File: src/hdl/vsc_pkg.sv
// Package for the video sync pulse classifier: register map, reset values,
// pulse class codes and the structs passed between the modules.
// No dependencies.
package vsc_pkg;

  // Default widths for the timer and the line counter
  localparam int TIME_WIDTH_DEF = 16;
  localparam int LINE_WIDTH_DEF = 10;

  // Configuration register file
  localparam int REG_W     = 16;
  localparam int CFG_IDX_W = 3;

  typedef enum logic [CFG_IDX_W-1:0] {
    CFG_VSYNC_MIN        = 3'd0,
    CFG_VSYNC_MAX        = 3'd1,
    CFG_SHORT_SYNC_MAX   = 3'd2,
    CFG_HSYNC_MAX        = 3'd3,
    CFG_LINE_START_DELAY = 3'd4,
    CFG_ADC_SAMPLE_DELAY = 3'd5,
    CFG_DMA_SKEW         = 3'd6
  } cfg_idx_t;

  localparam logic [REG_W-1:0] VSYNC_MIN_RST        = 16'd1200;
  localparam logic [REG_W-1:0] VSYNC_MAX_RST        = 16'd1680;
  localparam logic [REG_W-1:0] SHORT_SYNC_MAX_RST   = 16'd192;
  localparam logic [REG_W-1:0] HSYNC_MAX_RST        = 16'd384;
  localparam logic [REG_W-1:0] LINE_START_DELAY_RST = 16'd288;
  localparam logic [REG_W-1:0] ADC_SAMPLE_DELAY_RST = 16'd912;
  localparam logic [REG_W-1:0] DMA_SKEW_RST         = 16'd32;

  // Line counter reload values on a short sync
  localparam int LINE_RELOAD_SECOND = 15;
  localparam int LINE_RELOAD_FIRST  = 14;

  typedef enum logic [1:0] {
    CLS_SHORT = 2'd0,
    CLS_HSYNC = 2'd1,
    CLS_BROAD = 2'd2,
    CLS_GAP   = 2'd3
  } pulse_class_t;

  typedef struct packed {
    logic [REG_W-1:0] vsync_min;
    logic [REG_W-1:0] vsync_max;
    logic [REG_W-1:0] short_sync_max;
    logic [REG_W-1:0] hsync_max;
    logic [REG_W-1:0] line_start_delay;
    logic [REG_W-1:0] adc_sample_delay;
    logic [REG_W-1:0] dma_skew;
  } vsc_cfg_t;

  typedef struct packed {
    pulse_class_t pulse_class;
    logic         second_field;
    logic         render_page;
    logic         line_start_valid;
  } vsc_status_t;

endpackage

File: src/hdl/vsc_regs.sv
// Configuration register file of the sync classifier.
// Depends on vsc_pkg (register map, reset values, vsc_cfg_t).
module vsc_regs
  import vsc_pkg::*;
(
  input  logic                 clk,
  input  logic                 rst,
  input  logic                 wr_en,
  input  logic [CFG_IDX_W-1:0] wr_index,
  input  logic [REG_W-1:0]     wr_data,
  output vsc_cfg_t             cfg
);

  always_ff @(posedge clk) begin
    if (rst) begin
      cfg.vsync_min        <= VSYNC_MIN_RST;
      cfg.vsync_max        <= VSYNC_MAX_RST;
      cfg.short_sync_max   <= SHORT_SYNC_MAX_RST;
      cfg.hsync_max        <= HSYNC_MAX_RST;
      cfg.line_start_delay <= LINE_START_DELAY_RST;
      cfg.adc_sample_delay <= ADC_SAMPLE_DELAY_RST;
      cfg.dma_skew         <= DMA_SKEW_RST;
    end else if (wr_en) begin
      unique case (wr_index)
        CFG_VSYNC_MIN:        cfg.vsync_min        <= wr_data;
        CFG_VSYNC_MAX:        cfg.vsync_max        <= wr_data;
        CFG_SHORT_SYNC_MAX:   cfg.short_sync_max   <= wr_data;
        CFG_HSYNC_MAX:        cfg.hsync_max        <= wr_data;
        CFG_LINE_START_DELAY: cfg.line_start_delay <= wr_data;
        CFG_ADC_SAMPLE_DELAY: cfg.adc_sample_delay <= wr_data;
        CFG_DMA_SKEW:         cfg.dma_skew         <= wr_data;
        default: ; // drop writes to unmapped indexes
      endcase
    end
  end

endmodule

File: src/hdl/vsc_core.sv
// Edge classifier core: pulse measurement, classification and the sync state
// (last edge time, field flag, line counter, render page).
// Depends on vsc_pkg (vsc_cfg_t, vsc_status_t, class codes).
module vsc_core
  import vsc_pkg::*;
#(
  parameter int TIME_WIDTH = TIME_WIDTH_DEF,
  parameter int LINE_WIDTH = LINE_WIDTH_DEF
) (
  input  logic                  clk,
  input  logic                  rst,
  input  logic                  fire,
  input  logic [TIME_WIDTH-1:0] edge_time,
  input  logic                  edge_rising,
  input  vsc_cfg_t              cfg,
  output logic [TIME_WIDTH-1:0] pulse_length,
  output vsc_status_t           status,
  output logic [LINE_WIDTH-1:0] line_number,
  output logic [TIME_WIDTH-1:0] line_start_time,
  output logic [TIME_WIDTH-1:0] dma_late_time,
  output logic [TIME_WIDTH-1:0] adc_sample_time
);

  localparam int CW = (TIME_WIDTH > REG_W) ? TIME_WIDTH : REG_W;

  logic [TIME_WIDTH-1:0] last_edge_time, last_edge_time_next;
  logic                  field_flag, field_flag_next;
  logic [LINE_WIDTH-1:0] line_counter, line_counter_next;
  logic                  page_select, page_select_next;

  logic [CW-1:0]         len_ext;
  logic                  in_vsync_gap;
  logic                  is_short;
  logic                  is_hsync;
  logic [TIME_WIDTH-1:0] start_sum;
  pulse_class_t          cls;

  assign pulse_length = edge_time - last_edge_time;
  assign len_ext      = CW'(pulse_length);
  assign in_vsync_gap = (len_ext > CW'(cfg.vsync_min)) && (len_ext < CW'(cfg.vsync_max));
  assign is_short     = len_ext < CW'(cfg.short_sync_max);
  assign is_hsync     = !is_short && (len_ext < CW'(cfg.hsync_max));
  assign start_sum    = edge_time + TIME_WIDTH'(cfg.line_start_delay);

  always_comb begin
    last_edge_time_next = edge_time;
    field_flag_next     = field_flag;
    line_counter_next   = line_counter;
    page_select_next    = page_select;
    line_start_time     = '0;
    dma_late_time       = '0;
    adc_sample_time     = '0;
    if (!edge_rising) begin
      cls = CLS_GAP;
      if (in_vsync_gap) begin
        field_flag_next = 1'b1;
      end
    end else if (is_short) begin
      cls = CLS_SHORT;
      line_counter_next = field_flag ? LINE_WIDTH'(LINE_RELOAD_SECOND)
                                     : LINE_WIDTH'(LINE_RELOAD_FIRST);
    end else if (is_hsync) begin
      cls = CLS_HSYNC;
      line_start_time     = start_sum;
      dma_late_time       = start_sum + TIME_WIDTH'(cfg.dma_skew);
      adc_sample_time     = start_sum + TIME_WIDTH'(cfg.adc_sample_delay);
      last_edge_time_next = start_sum;
      page_select_next    = !page_select;
      line_counter_next   = line_counter + LINE_WIDTH'(2);
      field_flag_next     = 1'b0;
    end else begin
      cls = CLS_BROAD;
    end
  end

  assign status.pulse_class      = cls;
  assign status.second_field     = field_flag_next;
  assign status.render_page      = page_select_next;
  assign status.line_start_valid = is_hsync && edge_rising;
  assign line_number             = line_counter_next;

  always_ff @(posedge clk) begin
    if (rst) begin
      last_edge_time <= '0;
      field_flag     <= 1'b0;
      line_counter   <= '0;
      page_select    <= 1'b0;
    end else if (fire) begin
      last_edge_time <= last_edge_time_next;
      field_flag     <= field_flag_next;
      line_counter   <= line_counter_next;
      page_select    <= page_select_next;
    end
  end

endmodule

File: src/hdl/video_sync_pulse_classifier_unit.sv
// Composite video sync separator: classifies comparator edges into short,
// horizontal and broad syncs and gaps, and schedules line trigger times.
// An accepted edge passes the input register, then the result register; one
// edge is accepted per cycle while the result is not stalled. A stalled
// result with a full input register stalls the input until the result is
// taken.
// Reset (rst, synchronous, active high) empties both stages, clears the sync
// state and loads the default timing registers. Depends on vsc_pkg.
module video_sync_pulse_classifier_unit
  import vsc_pkg::*;
#(
  parameter int TIME_WIDTH = TIME_WIDTH_DEF,
  parameter int LINE_WIDTH = LINE_WIDTH_DEF
) (
  input  logic                  clk,
  input  logic                  rst,
  // edge requests
  input  logic                  in_valid,
  output logic                  in_stall,
  input  logic [TIME_WIDTH-1:0] edge_time,
  input  logic                  edge_rising,
  // result requests
  output logic                  out_valid,
  input  logic                  out_stall,
  output logic [TIME_WIDTH-1:0] pulse_length,
  output logic [1:0]            pulse_class,
  output logic                  second_field,
  output logic [LINE_WIDTH-1:0] line_number,
  output logic                  render_page,
  output logic                  line_start_valid,
  output logic [TIME_WIDTH-1:0] line_start_time,
  output logic [TIME_WIDTH-1:0] dma_late_time,
  output logic [TIME_WIDTH-1:0] adc_sample_time,
  // configuration write requests
  input  logic                  cfg_valid,
  output logic                  cfg_ready,
  input  logic [CFG_IDX_W-1:0]  cfg_index,
  input  logic [REG_W-1:0]      cfg_data
);

  vsc_cfg_t cfg;

  // Input stage: captured edge waiting for the classifier
  logic                  s1_valid;
  logic [TIME_WIDTH-1:0] s1_time;
  logic                  s1_rising;

  logic                  s1_go;
  logic                  accept_in;
  logic                  fire;

  vsc_status_t           c_status;
  logic [TIME_WIDTH-1:0] c_length;
  logic [LINE_WIDTH-1:0] c_line;
  logic [TIME_WIDTH-1:0] c_start;
  logic [TIME_WIDTH-1:0] c_late;
  logic [TIME_WIDTH-1:0] c_adc;

  // Registers are always writable; the user must change the configuration only while idle (not enforced here).
  assign cfg_ready = 1'b1;

  vsc_regs u_regs (
    .clk      (clk),
    .rst      (rst),
    .wr_en    (cfg_valid && cfg_ready),
    .wr_index (cfg_index),
    .wr_data  (cfg_data),
    .cfg      (cfg)
  );

  // The input stage advances whenever the result register is empty or being
  // taken; with a stalled result and a full input stage, stall the input.
  assign s1_go     = !out_valid || !out_stall;
  assign fire      = s1_valid && s1_go;
  assign in_stall  = s1_valid && !s1_go;
  assign accept_in = in_valid && !in_stall;

  always_ff @(posedge clk) begin
    if (rst) begin
      s1_valid <= 1'b0;
    end else if (accept_in) begin
      s1_valid <= 1'b1;
    end else if (s1_go) begin
      s1_valid <= 1'b0;
    end
  end

  always_ff @(posedge clk) begin
    if (accept_in) begin
      s1_time   <= edge_time;
      s1_rising <= edge_rising;
    end
  end

  // Classify and update the sync state in the cycle the edge leaves stage 1
  vsc_core #(
    .TIME_WIDTH (TIME_WIDTH),
    .LINE_WIDTH (LINE_WIDTH)
  ) u_core (
    .clk             (clk),
    .rst             (rst),
    .fire            (fire),
    .edge_time       (s1_time),
    .edge_rising     (s1_rising),
    .cfg             (cfg),
    .pulse_length    (c_length),
    .status          (c_status),
    .line_number     (c_line),
    .line_start_time (c_start),
    .dma_late_time   (c_late),
    .adc_sample_time (c_adc)
  );

  // Result register: hold while stalled, load on every classified edge
  always_ff @(posedge clk) begin
    if (rst) begin
      out_valid <= 1'b0;
    end else if (fire) begin
      out_valid <= 1'b1;
    end else if (!out_stall) begin
      out_valid <= 1'b0;
    end
  end

  always_ff @(posedge clk) begin
    if (fire) begin
      pulse_length     <= c_length;
      pulse_class      <= c_status.pulse_class;
      second_field     <= c_status.second_field;
      line_number      <= c_line;
      render_page      <= c_status.render_page;
      line_start_valid <= c_status.line_start_valid;
      line_start_time  <= c_start;
      dma_late_time    <= c_late;
      adc_sample_time  <= c_adc;
    end
  end

endmodule

File: config.mk
export PLATFORM = sky130hd
export DESIGN_NAME = video_sync_pulse_classifier_unit
export DESIGN_NICKNAME = d
export VERILOG_FILES = /design/src/hdl/vsc_pkg.sv /design/src/hdl/vsc_regs.sv /design/src/hdl/vsc_core.sv /design/src/hdl/video_sync_pulse_classifier_unit.sv
export SDC_FILE = /design/constraint.sdc
export NUM_CORES = 1
export LEC_CHECK = 0
export BUFFER_PORTS_ARGS = -buffer_cell sky130_fd_sc_hd__buf_2
export CAP_MARGIN = 20
export CELL_PAD_IN_SITES_DETAIL_PLACEMENT = 1
export CELL_PAD_IN_SITES_GLOBAL_PLACEMENT = 1
export CORE_MARGIN = 4
export CORE_UTILIZATION = 30
export DETAILED_ROUTE_END_ITERATION = 8
export HOLD_SLACK_MARGIN = 0.15
export PLACE_DENSITY_LB_ADDON = 0.1
export REMOVE_ABC_BUFFERS = 1
export SYNTH_ARGS = -nofsm -noshare
export SYNTH_HDL_FRONTEND = slang
export SYNTH_HIERARCHICAL = 1
export SYNTH_SLANG_ARGS = --single-unit
File: constraint.sdc
create_clock -name clk -period 6.91 [get_ports clk]
set_input_delay 0 -clock clk [delete_from_list [all_inputs] [get_ports clk]]
set_output_delay 0 -clock clk [all_outputs]
set_load 0.05 [all_outputs]
* After elaboration in Yosys (flattened, before gate mapping) *
Index checks and enable logic that the tools add are counted.

operators by class
  add/subtract/negate cells = 5
  multiply operators = 0
  divide/modulo/power cells = 0
  magnitude comparators = 4
  eq/ne operators = 7
  shift-type cells = 0
  muxes and demuxes = 20
  bitwise logic cells = 2
  reduce and logical (&&, ||, !) cells = 23

operator list
  operator               count
  $add 16x16->16         3
  $lt 16x16->1           3
  $mux 16                3
  $mux 10                3
  $gt 16x16->1           1
  $sub 16x16->16         1
  $reduce_and 2->1       7
  $mux 1                 12
  $add 10x2->10 const B  1
  $eq 3x3->1 const B     3
  $eq 3x2->1 const B     2
  $logic_and 1x1->1      6
  $logic_not 1->1        6
  $mux 2                 2
  $eq 3x1->1 const B     1
  $logic_not 3->1        1
  $reduce_or 3->1        1
  $ne 2x1->1 const B     1
  $not 1->1              2
  $reduce_bool 2->1      1
  $logic_or 1x1->1       1

word-level totals
  bits in registers = 238
  bits in latches = 0
  bits in writable memories = 0
  ROM bits = 0
  bits of input ports = 41
  word-level logic and storage cells = 85
  memories = 0

* Logic depth before layout (Yosys ltp) *
Gate-level depths: netlist of run 1.

  word-level depth = 7
  gate-level depth with buffers = 23

* Hierarchy *
The synthesis of run 1 kept the hierarchy.

modules (own cells, without submodules)
  module                            instances  cells an instance  area each (µm²)
  vsc_core                          1          849                6054.6
  vsc_regs                          1          402                4424.2
  video_sync_pulse_classifier_unit  1          108                2980.4

* Worst setup path before layout of run 1 *
Ideal clock, no wire load.

  path kind = register to register
  from = reg out_valid
  to = reg u_core.line_counter[8]
  library setup time = 0.074 ns
  data arrival time = 7.571 ns
  setup slack = -0.735 ns
  cell stages (with the launch flop) = 7
  buffers on the path = 1
  period minus slack after synthesis = 7.645 ns
  cells stage by stage = dfxtp_1 > a21boi_0 > clkbuf_1 > inv_1 > nor3_1 > or4b_1 > a31oi_1

between the ends
  word-level cells in the longest chain between the ends = 3

ends and longest elaborated chain
  element                 RTL line                                 source
  start, declared         video_sync_pulse_classifier_unit.sv:23   output logic out_valid,
  start signal, assigned  video_sync_pulse_classifier_unit.sv:117  out_valid <= 1'b0;
  start signal, assigned  video_sync_pulse_classifier_unit.sv:119  out_valid <= 1'b1;
  start signal, assigned  video_sync_pulse_classifier_unit.sv:121  out_valid <= 1'b0;
  $logic_not 1->1         video_sync_pulse_classifier_unit.sv:73   assign s1_go = !out_valid || !out_stall;
  $logic_or 1x1->1        video_sync_pulse_classifier_unit.sv:73
  $logic_and 1x1->1       video_sync_pulse_classifier_unit.sv:74   assign fire = s1_valid && s1_go;
  via fire                video_sync_pulse_classifier_unit.sv:50   logic fire;
  end signal, assigned    vsc_core.sv:91                           line_counter <= line_counter_next;
  end, declared           vsc_core.sv:28                           logic [LINE_WIDTH-1:0] line_counter, line_counter_next;

The timed path passes the listed nets, and every way through them passes these cells.
A chain may end at the register's enable or synchronous reset.

* Worst setup path after layout of run 1 *
  from = reg s1_time[0]
  to = reg line_number[8] (data pin)

between the ends
  word-level cells in the longest chain between the ends = 7

ends and longest elaborated chain
  element                 RTL line                                 source
  start, declared         video_sync_pulse_classifier_unit.sv:45   logic [TIME_WIDTH-1:0] s1_time;
  start signal, assigned  video_sync_pulse_classifier_unit.sv:90   s1_time <= edge_time;
  $sub 16x16->16 *        vsc_core.sv:38                           assign pulse_length = edge_time - last_edge_time;
  via c_length[14]        video_sync_pulse_classifier_unit.sv:53   logic [TIME_WIDTH-1:0] c_length;
  $lt 16x16->1            vsc_core.sv:41                           assign is_short = len_ext < CW'(cfg.short_sync_max);
  $logic_not 1->1         vsc_core.sv:42                           assign is_hsync = !is_short && (len_ext < CW'(cfg.hsync_max));
  $logic_and 1x1->1       vsc_core.sv:42
  $mux 10                 vsc_core.sv:62                           end else if (is_hsync) begin
  $mux 10 *               vsc_core.sv:58                           end else if (is_short) begin
  $mux 10 *               vsc_core.sv:53                           if (!edge_rising) begin
  via c_line[8]           video_sync_pulse_classifier_unit.sv:54   logic [LINE_WIDTH-1:0] c_line;
  end signal, assigned    video_sync_pulse_classifier_unit.sv:130  line_number <= c_line;
  end, declared           video_sync_pulse_classifier_unit.sv:28   output logic [LINE_WIDTH-1:0] line_number,

The timed path passes the listed nets; every way through them passes the cells marked *.

==> impl_metrics.env, run 1 <==
export IMPL_slew_violations=0
export IMPL_grt_max_degree=63
export IMPL_globalplace_congestion=0.778
export IMPL_status="complete, no violations"
export IMPL_grt_pass1_wl_microns=62100
export IMPL_p_leak_nw=7.07
export IMPL_wire_per_inst_microns=18.5
export IMPL_clk_latency_ns=0.57
export IMPL_path_max_fanout=61
export IMPL_synth_seq_cells=238
export IMPL_ys_flop_type="dfxtp_1"
export IMPL_ant_nets=0
export IMPL_combPwrFrac_pct=25.3
export IMPL_h_tree_depth=1
export IMPL_via_count=10300
export IMPL_grt_setup_unrepaired="false"
export IMPL_clk_pin_slew_ns=0.06
export IMPL_seq_power_share_pct=38.1
export IMPL_grt_pass1_vias=10900
export IMPL_coreArea_sq_um=44300
export IMPL_rows=77
export IMPL_setup_slack_ns=1.28
export IMPL_switching_power_mw=1.34
export IMPL_path_buf_inv=3
export IMPL_pwr_share_clk_pct=36.6
export IMPL_n_antenna_cell=0
export IMPL_drive_gt1_share_pct=12.8
export IMPL_crit_chain="inv_1 > ha_1 > inv_1 > fa_1 > a21o_1 > a21oi_1 > o21bai_1 > a31oi_1 > o211ai_1 > a31o_2 > a21oi_1 > xnor2_1 > ha_1 > a2111oi_1 > nand3_1 > o32ai_4 > nand3_4 > buf_4 > or4_1 > a21oi_1"
export IMPL_dp_hpwl_microns=29000
export IMPL_synth_seq_area_share_pct=42.5
export IMPL_ios=123
export IMPL_synth_common_cells="dfxtp_1, ha_1, inv_1"
export IMPL_synth_top_cell_by_area="edfxtp_1"
export IMPL_netlist_area_sq_um=13500
export IMPL_start_util_pct=30.4
export IMPL_portBuffers=121
export IMPL_die_y_microns=220
export IMPL_antenna_found_initial=0
export IMPL_synthDominantCellAreaShare_pct=21.4
export IMPL_clockBufferDepth=3
export IMPL_critPathLaunchType="register"
export IMPL_gr_total_overflow=0
export IMPL_num_fill_cells=5052
export IMPL_cts_made_buffers=31
export IMPL_vias_per_cell=4.77
export IMPL_syn_inst=1359
export IMPL_ys_types=75
export IMPL_maxSlewHeadroom_pct=29.9
export IMPL_nets=1702
export IMPL_multi_input_area_sq_um=7030
export IMPL_firstDrtPassIters=4
export IMPL_clock_skew_ns=0.0161
export IMPL_finalWirelength_microns=39700
export IMPL_cp_num_cells=20
export IMPL_hp_class="input port to register"
export IMPL_yosysMostFrequentCell="dfxtp_1"
export IMPL_setup_violations=0
export IMPL_clkSinkCount=238
export IMPL_cp_data_required_time_ns=7.33
export IMPL_rr_worst_depth=20
export IMPL_total_power_mw=4.19
export IMPL_yosysWarnings=6
export IMPL_crit_type="register to register"
export IMPL_seq_area_sq_um=5730
export IMPL_cp_end_kind="register"
export IMPL_cpLargestDelayFamily="compound AO/OA/AOI/OAI gates"
export IMPL_tightest_slew_ns=1.04
export IMPL_place_ws_ns=1.21
export IMPL_die_w_microns=220
export IMPL_netlist_top_cells_area="edfxtp_1, dfxtp_1, ha_1"
export IMPL_drv_cap=0
export IMPL_avgSynthCellArea_sq_um=9.90
export IMPL_drt_initial_drc_count=329
export IMPL_areaGrowthSynthToFinish_pct=20.8
export IMPL_cpPeakStageDelay_ns=0.58
export IMPL_synth_edf_count=96
export IMPL_post_cts_buffers=0
export IMPL_dieArea_sq_um=48300
export IMPL_min_path_cells=2
export IMPL_p_int_mw=2.85
export IMPL_period_needed_ns=5.63
export IMPL_netSwitchingFraction_pct=32.0
export IMPL_crit_slowest_cell="or4_1"
export IMPL_critPathArrivalTime_ns=6.06
export IMPL_cellPowerDensity_nw_per_um2=258
export IMPL_holdWs_ns=0.235
export IMPL_peakVddDrop_v=0.000164
export IMPL_root_buffer="clkbuf_16"
export IMPL_hold_violations=0
export IMPL_cts_tree="built"
export IMPL_fmax_mhz=177
export IMPL_crit_path_frequent_cell="a21oi_1"
export IMPL_route_detailed_drc=0
export IMPL_period_share_pct=81.5
export IMPL_synthArstFlopShare_pct=0
export IMPL_grt_usage_pct=16.4
## cell usage in the layout, fill, tap and decap left out, types with 14 or more instances in the layout
master         netlist  final
a211oi_1            17     17
a21o_1              27     27
a21oi_1             44     44
a311oi_1            14     14
buf_2               22    120
buf_4                5     16
clkbuf_16            0     31
dfxtp_1            142    142
dlygate4sd3_1        0     63
edfxtp_1            96     96
ha_1               122    122
inv_1              118    118
mux2i_1            113    113
nand2_1             71     71
nand2b_1           113    113
nand3_1             19     19
nor2_1             115    114
nor2b_1             14     14
nor3_1              30     30
o21a_1              14     14
o21ai_0             42     42
xnor2_1             25     25
xor2_1              17     17
## metrics by stage
step	TNS [ns]	cells	utilization (%)	area, sq um
after floorplan	-230.64	1303	-	13200
after global placement	0	2031	33.1	14700
after detailed placement	0	2031	33.1	14700
after CTS	0	2150	36.7	16300
after global routing	0	2150	36.7	16300
final	0	2150	36.7	16300
## kinds of logic after synthesis
kind of cell    Yosys count  share of synthesized area (%)
simple gates            435                           17.0
flops                   238                           42.5
compound gates          228                           11.8
buf+inv                 175                           5.46
fa+ha+maj               126                           11.9
mux                     114                           8.49
xor+xnor                 42                           2.73
other cells               1                         0.0279
## sequential cells by signal (all words and copies together), names as in the netlist
register / count
u_regs/cfg: 112
adc_sample_time: 16
dma_late_time: 16
line_start_time: 16
pulse_length: 16
s1_time: 16
u_core/last_edge_time: 16
line_number: 10
u_core/line_counter: 10
pulse_class: 2
line_start_valid: 1
out_valid: 1
render_page: 1
s1_rising: 1
s1_valid: 1
second_field: 1
u_core/field_flag: 1
u_core/page_select: 1
## worst paths after layout
kind | startpoint | endpoint | slack [ns]
setup / recovery | s1_time[0] | line_number[8] | 1.28
setup reg to reg | s1_time[0] | line_number[8] | 1.28
hold reg to reg | u_regs/cfg[91] | u_regs/cfg[91] | 0.47
hold / removal | edge_time[8] | s1_time[8] | 0.24
## repair_timing
action,in CTS,in global routing
resized for setup,0,0
hold buffers,63,0
endpoints found under the hold margin,156,0
## final cells by class
type,instances,area share (%)
Clock buffer,49,5.56
Tap cell,592,4.56
Multi-Input combinational cell,946,43.2
Sequential cell,238,35.2
Clock inverter,7,0.362
Inverter,119,2.75
Timing Repair Buffer,199,8.31
## metal layers
layer  part of all wire, %  GRT usage, %  vias to the layer above
met5                     0             0                        -
met4                   1.8          3.60                        0
met3                   2.7          2.03                       45
met2                    48          28.6                      107
met1                    48          21.8                     4943
li1                      -             -                     5158
## power groups by stage
stage                     sequential, mW  combinational (mW)  clock [mW]
after floorplan                     1.75               0.598           0
after global placement              1.63                1.03           0
after detailed placement            1.63                1.05           0
after CTS                           1.60                1.08        1.60
after global routing                1.60                1.19        1.65
final                               1.60                1.06        1.53
No activity file was read; power rests on OpenSTA's default activity.
==> run 2: changes to the inputs <==
==> constraint.sdc (replaced) <==
create_clock -name clk -period 5.1 [get_ports clk]
set_input_delay 0 -clock clk [delete_from_list [all_inputs] [get_ports clk]]
set_output_delay 0 -clock clk [all_outputs]
set_load 0.05 [all_outputs]
==> run 2 against run 1 <==
Effect of this change: first-iteration DRC count is 2.7% lower; clock skew fell by 0.0040 ns; die area unchanged.
==> impl_metrics.env, run 2 (synthesis results as in run 1) <==
export IMPL_final_cells=2172
export IMPL_grt_max_degree=114
export IMPL_critPathLaunchType="register"
export IMPL_largest_reg_flops=112
export IMPL_peakVddDrop_v=0.000169
export IMPL_hp_class="input port to register"
export IMPL_min_path_cells=2
export IMPL_num_fill_cells=5055
export IMPL_dp_hpwl_microns=29700
export IMPL_die_w_microns=220
export IMPL_vias_per_cell=4.79
export IMPL_regMostFlops="u_regs/cfg"
export IMPL_drt_initial_drc_count=320
export IMPL_clkSinkCount=238
export IMPL_n_antenna_cell=0
export IMPL_cp_data_required_time_ns=5.52
export IMPL_tightest_slew_ns=0.960
export IMPL_whs_endpoint="s1_time[8]"
export IMPL_period_needed_ns=4.81
export IMPL_slew_violations=0
export IMPL_ios=123
export IMPL_gr_total_overflow=0
export IMPL_ant_nets=0
export IMPL_root_buffer="clkbuf_16"
export IMPL_maxSlewHeadroom_pct=35.1
export IMPL_cp_end_kind="register"
export IMPL_drv_cap=0
export IMPL_route_detailed_drc=0
export IMPL_portBuffers=121
export IMPL_via_count=10400
export IMPL_grt_usage_pct=16.6
export IMPL_clock_skew_ns=0.0121
export IMPL_hold_violations=0
export IMPL_grt_pass1_vias=11200
export IMPL_rows=77
export IMPL_finalWirelength_microns=40400
export IMPL_fmax_mhz=208
export IMPL_rr_worst_depth=20
export IMPL_placed_cells=2050
export IMPL_antenna_found_initial=0
export IMPL_cts_tree="built"
export IMPL_coreArea_sq_um=44300
export IMPL_h_tree_depth=1
export IMPL_wire_per_inst_microns=18.6
export IMPL_rrSetupSlack_ns=0.29
export IMPL_critPathArrivalTime_ns=5.23
export IMPL_path_max_fanout=8
export IMPL_crit_type="register to register"
export IMPL_firstDrtPassIters=4
export IMPL_clk_latency_ns=0.56
export IMPL_final_common_cell="dfxtp_1"
export IMPL_p_leak_nw=7.14
export IMPL_dieArea_sq_um=48300
export IMPL_min_delay_start="edge_time[8]"
export IMPL_globalplace_congestion=0.825
export IMPL_cellPowerDensity_nw_per_um2=341
export IMPL_start_util_pct=30.4
export IMPL_die_y_microns=220
export IMPL_clockBufferDepth=3
export IMPL_period_share_pct=94.3
export IMPL_cts_made_buffers=29
export IMPL_status="complete, no violations"
export IMPL_setup_slack_ns=0.293
export IMPL_grt_pass1_wl_microns=62900
export IMPL_nets=1726
export IMPL_r2r_end="adc_sample_time[14]"
export IMPL_final_cell_mix="dfxtp_1, ha_1, buf_2"
export IMPL_areaGrowthSynthToFinish_pct=21.9
export IMPL_drive_gt1_share_pct=14.0
export IMPL_setup_violations=0
export IMPL_clk_pin_slew_ns=0.06
export IMPL_reg2reg_from="s1_time[0]"
export IMPL_place_ws_ns=-0.0158
## run 2: cell types whose count changed in the layout (fill, tap and decap cells not counted), sizes merged
cell    before  now
buf        136  162
clkinv       6    3
bufinv       1    0
## run 2: cell type report
cell class                      count  area (sq um)  area share [%]
Tap cell                          592           741            4.52
Clock buffer                       49           811            4.94
Clock inverter                      3          12.5          0.0763
Sequential cell                   238          5730            34.9
Inverter                          119           447            2.72
Timing Repair Buffer              225          1590            9.70
Multi-Input combinational cell    946          7070            43.1
## run 2: what timing repair did
action | in CTS | in global routing
endpoints found under the hold margin | 162 | 0
gates cloned | 0 | 0
gates resized for setup | 1 | 10
hold buffers | 63 | 0
pin swaps | 1 | 8
setup buffers | 4 | 3
setup endpoints to repair | 5 | 89
## run 2: worst max path at each step
stage | slack [ns] | endpoint | from
3_3_place_gp | 0.03 | adc_sample_time[14] | s1_time[0]
6_report | 0.29 | adc_sample_time[14] | s1_time[0]
2_1_floorplan | -6.09 | u_core/line_counter[8] | out_valid
5_1_grt | -0.008 | adc_sample_time[14] | s1_time[0]
4_1_cts | 0.06 | u_core/page_select | s1_time[0]
3_5_place_dp | -0.02 | u_core/page_select | s1_time[0]
## run 2: power by group
part           internal, mW  switching, mW  total, mW
combinational         0.589          0.963       1.55
clock                  1.07          0.818       1.88
sequential             2.11         0.0498       2.16
## run 2: worst max-delay path, cell delays in order (launching register included)
cell	delay [ns]
edfxtp_1	0.41
inv_1	0.08
ha_1	0.16
inv_1	0.06
fa_1	0.42
a21o_1	0.21
a21oi_2	0.18
o21bai_1	0.11
a31oi_2	0.21
o211ai_1	0.15
a31o_2	0.26
a21oi_2	0.15
xnor2_1	0.17
ha_1	0.30
a2111oi_2	0.31
nand3_1	0.18
o32ai_4	0.36
nand3_4	0.18
buf_12	0.21
or4_1	0.50
nand2_1	0.07
## run 2: metrics by stage
stage	area (sq um)	TNS [ns]	power, mW	hold WS (ns)	utilization, %
CTS	16300	0	5.69	0.188	36.9
floorplan	13200	-424.31	3.18	0.0624	-
global route	16400	-0.00992	5.94	0.197	37.0
detailed placement	14800	-0.0276	3.70	0.178	33.5
global placement	14800	0	3.68	0.180	33.5
finish	16400	0	5.59	0.232	37.0
## run 2: metal layers
| metal | vias to the layer above | track usage [%] | share of wire (%) |
|---|---|---|---|
| li1 | 5201 | - | - |
| met1 | 5022 | 21.8 | 46 |
| met2 | 126 | 29.1 | 48 |
| met3 | 51 | 2.01 | 3.6 |
| met4 | 0 | 4.21 | 2.1 |
| met5 | - | 0 | 0 |
==> run 3: changes to the inputs <==
==> constraint.sdc (replaced) <==
create_clock -name clk -period 4.26 [get_ports clk]
set_input_delay 0 -clock clk [delete_from_list [all_inputs] [get_ports clk]]
set_output_delay 0 -clock clk [all_outputs]
set_load 0.05 [all_outputs]
==> run 3 against run 2 <==
Effect of this change: the run now ends with negative setup slack left; clock power rose by 31%; non-clock buffer count rose by 124; cell area grew 13%; sequential cell count did not move; wire length rose by 7.0%; die area unchanged; total power grew 37%; register-to-register slack worse by 0.57 ns; cell count up 5.9%; count of clock-buffer cells in the layout shrank 7; hold slack worse by 0.0011 ns; largest power group unchanged; highest routed layer unchanged.
==> impl_metrics.env, run 3 (synthesis results as in run 1) <==
export IMPL_status="finished with violations"
export IMPL_hp_class="input port to register"
export IMPL_drv_cap=0
export IMPL_wire_per_inst_microns=18.8
export IMPL_root_buffer="clkbuf_16"
export IMPL_clk_latency_ns=0.57
export IMPL_path_max_fanout=5
export IMPL_final_cell_mix="dfxtp_1, buf_4, buf_2"
export IMPL_drt_initial_drc_count=285
export IMPL_finalWirelength_microns=43200
export IMPL_vias_per_cell=4.78
export IMPL_utilization_pct=41.7
export IMPL_postPlaceCellArea_sq_um=15600
export IMPL_route_detailed_drc=0
export IMPL_grt_max_degree=114
export IMPL_cellPowerDensity_nw_per_um2=414
export IMPL_slew_violations=0
export IMPL_maxSlewHeadroom_pct=30.2
export IMPL_rows=77
export IMPL_gr_total_overflow=0
export IMPL_dp_hpwl_microns=30400
export IMPL_final_area_sq_um=18500
export IMPL_critPathArrivalTime_ns=4.98
export IMPL_drive_gt1_share_pct=28.2
export IMPL_p_leak_nw=8.12
export IMPL_nets=1852
export IMPL_period_share_pct=107
export IMPL_hold_violations=0
export IMPL_cts_made_buffers=31
export IMPL_cpLargestDelayFamily="compound AO/OA/AOI/OAI gates"
export IMPL_ios=123
export IMPL_largest_reg_flops=112
export IMPL_die_y_microns=220
export IMPL_crit_type="register to register"
export IMPL_start_util_pct=30.4
export IMPL_grt_usage_pct=17.5
export IMPL_grt_pass1_wl_microns=66000
export IMPL_num_fill_cells=4992
export IMPL_clock_skew_ns=0.0102
export IMPL_violations="negative setup slack"
export IMPL_firstDrtPassIters=4
export IMPL_grt_pass1_vias=11800
export IMPL_cp_data_required_time_ns=4.70
export IMPL_clockBufferDepth=3
export IMPL_fmax_mhz=220
export IMPL_die_w_microns=220
export IMPL_critPathLaunchType="register"
export IMPL_h_tree_depth=1
export IMPL_clkSinkCount=238
export IMPL_grt_setup_unrepaired="true"
export IMPL_globalplace_congestion=0.804
export IMPL_setup_violations=88
export IMPL_areaGrowthSynthToFinish_pct=37.3
export IMPL_cts_tree="built"
export IMPL_cpPeakStageDelay_ns=0.40
export IMPL_crit_slowest_cell="edfxtp_1"
export IMPL_ant_nets=0
export IMPL_clk_pin_slew_ns=0.06
export IMPL_path_buf_inv=5
export IMPL_regMostFlops="u_regs/cfg"
export IMPL_antenna_found_initial=0
export IMPL_setup_slack_ns=-0.282
export IMPL_cp_end_kind="register"
export IMPL_tightest_slew_ns=1.04
export IMPL_period_needed_ns=4.54
export IMPL_final_common_cell="dfxtp_1"
export IMPL_n_antenna_cell=0
export IMPL_holdWs_ns=0.231
export IMPL_dieArea_sq_um=48300
export IMPL_coreArea_sq_um=44300
export IMPL_portBuffers=121
export IMPL_crit_chain="inv_2 > ha_4 > inv_2 > fa_2 > a21o_1 > a21oi_2 > o21bai_1 > a31oi_1 > buf_4 > o211ai_1 > a31o_2 > a21oi_2 > xnor2_2 > ha_4 > a2111oi_4 > nand3_2 > o32ai_4 > nand3_4 > buf_12 > buf_12 > or4_1 > nand2_1"
export IMPL_peakVddDrop_v=0.000223
export IMPL_via_count=11000
run 3: cell count changes in the layout (fill, tap and decap cells not counted), moves of 15 or more:
cell / delta
buf_4: +86
nor2_1: -21
nand2_1: -20
buf_6: +18
inv_1: -15
nand2_4: +15
run 3: stage by stage:
step | worst slack, ns | setup TNS (ns) | instances | power [mW]
final | -0.282 | -15.11 | 2301 | 7.64
after detailed placement | -0.764 | -45.24 | 2141 | 4.63
after floorplan | -6.93 | -534.68 | 1303 | 3.81
after global routing | -0.548 | -38.44 | 2301 | 8.08
after global placement | -0.585 | -33.54 | 2141 | 4.60
after CTS | -0.434 | -22.39 | 2284 | 7.45
run 3: final cells by class:
cell class                 count  area, sq um  share of cell area [%]
multi-input combinational    946         7780                    42.1
tap                          592          741                    4.01
inverter                     119          459                    2.49
timing repair buffer         349         2810                    15.2
clock inverter                15         67.6                   0.366
sequential                   238         5730                    31.0
clock buffer                  42          888                    4.81
run 3: worst reg2reg max path, cell delays in order, from the launching register on:
cell and delay (ns):
edfxtp_1 0.40, inv_2 0.09, ha_4 0.14, inv_2 0.03, fa_2 0.33, a21o_1 0.17
a21oi_2 0.15, o21bai_1 0.11, a31oi_1 0.18, buf_4 0.14, o211ai_1 0.12, a31o_2 0.24
a21oi_2 0.18, xnor2_2 0.18, ha_4 0.26, a2111oi_4 0.31, nand3_2 0.14, o32ai_4 0.28
nand3_4 0.14, buf_12 0.20, buf_12 0.15, or4_1 0.40, nand2_1 0.07
run 3: final timing paths:
check                      start             endpoint  slack, ns  cells past startpoint
setup / recovery      s1_time[0]  adc_sample_time[14]      -0.28                     22
hold / removal      edge_time[8]           s1_time[8]       0.23                      2
setup reg to reg      s1_time[0]  adc_sample_time[14]      -0.28                     22
hold reg to reg   u_regs/cfg[92]       u_regs/cfg[92]       0.47                      2
run 3: what timing repair did:
action,CTS,global route
hold buffers,66,0
setup endpoints to repair,91,91
pin swaps,59,50
hold endpoints to repair,181,0
buffers inserted,19,19
resized for setup,76,153
gates cloned,2,2
run 3: layer usage:
| layer | global-route usage [%] | part of all wire, % | vias to the layer above |
|---|---|---|---|
| met5 | 0 | 0 | - |
| met4 | 3.43 | 1.6 | 0 |
| met3 | 2.14 | 2.5 | 37 |
| met2 | 31.4 | 50 | 105 |
| met1 | 22.6 | 46 | 5398 |
| li1 | - | - | 5452 |
run 3: power breakdown:
group / total (mW) / internal (mW) / switching [mW] / leakage (nW)
Combinational: 2.58 / 1.16 / 1.42 / 5.57
Sequential: 2.59 / 2.52 / 0.0628 / 2.07
Clock: 2.47 / 1.44 / 1.03 / 0.481
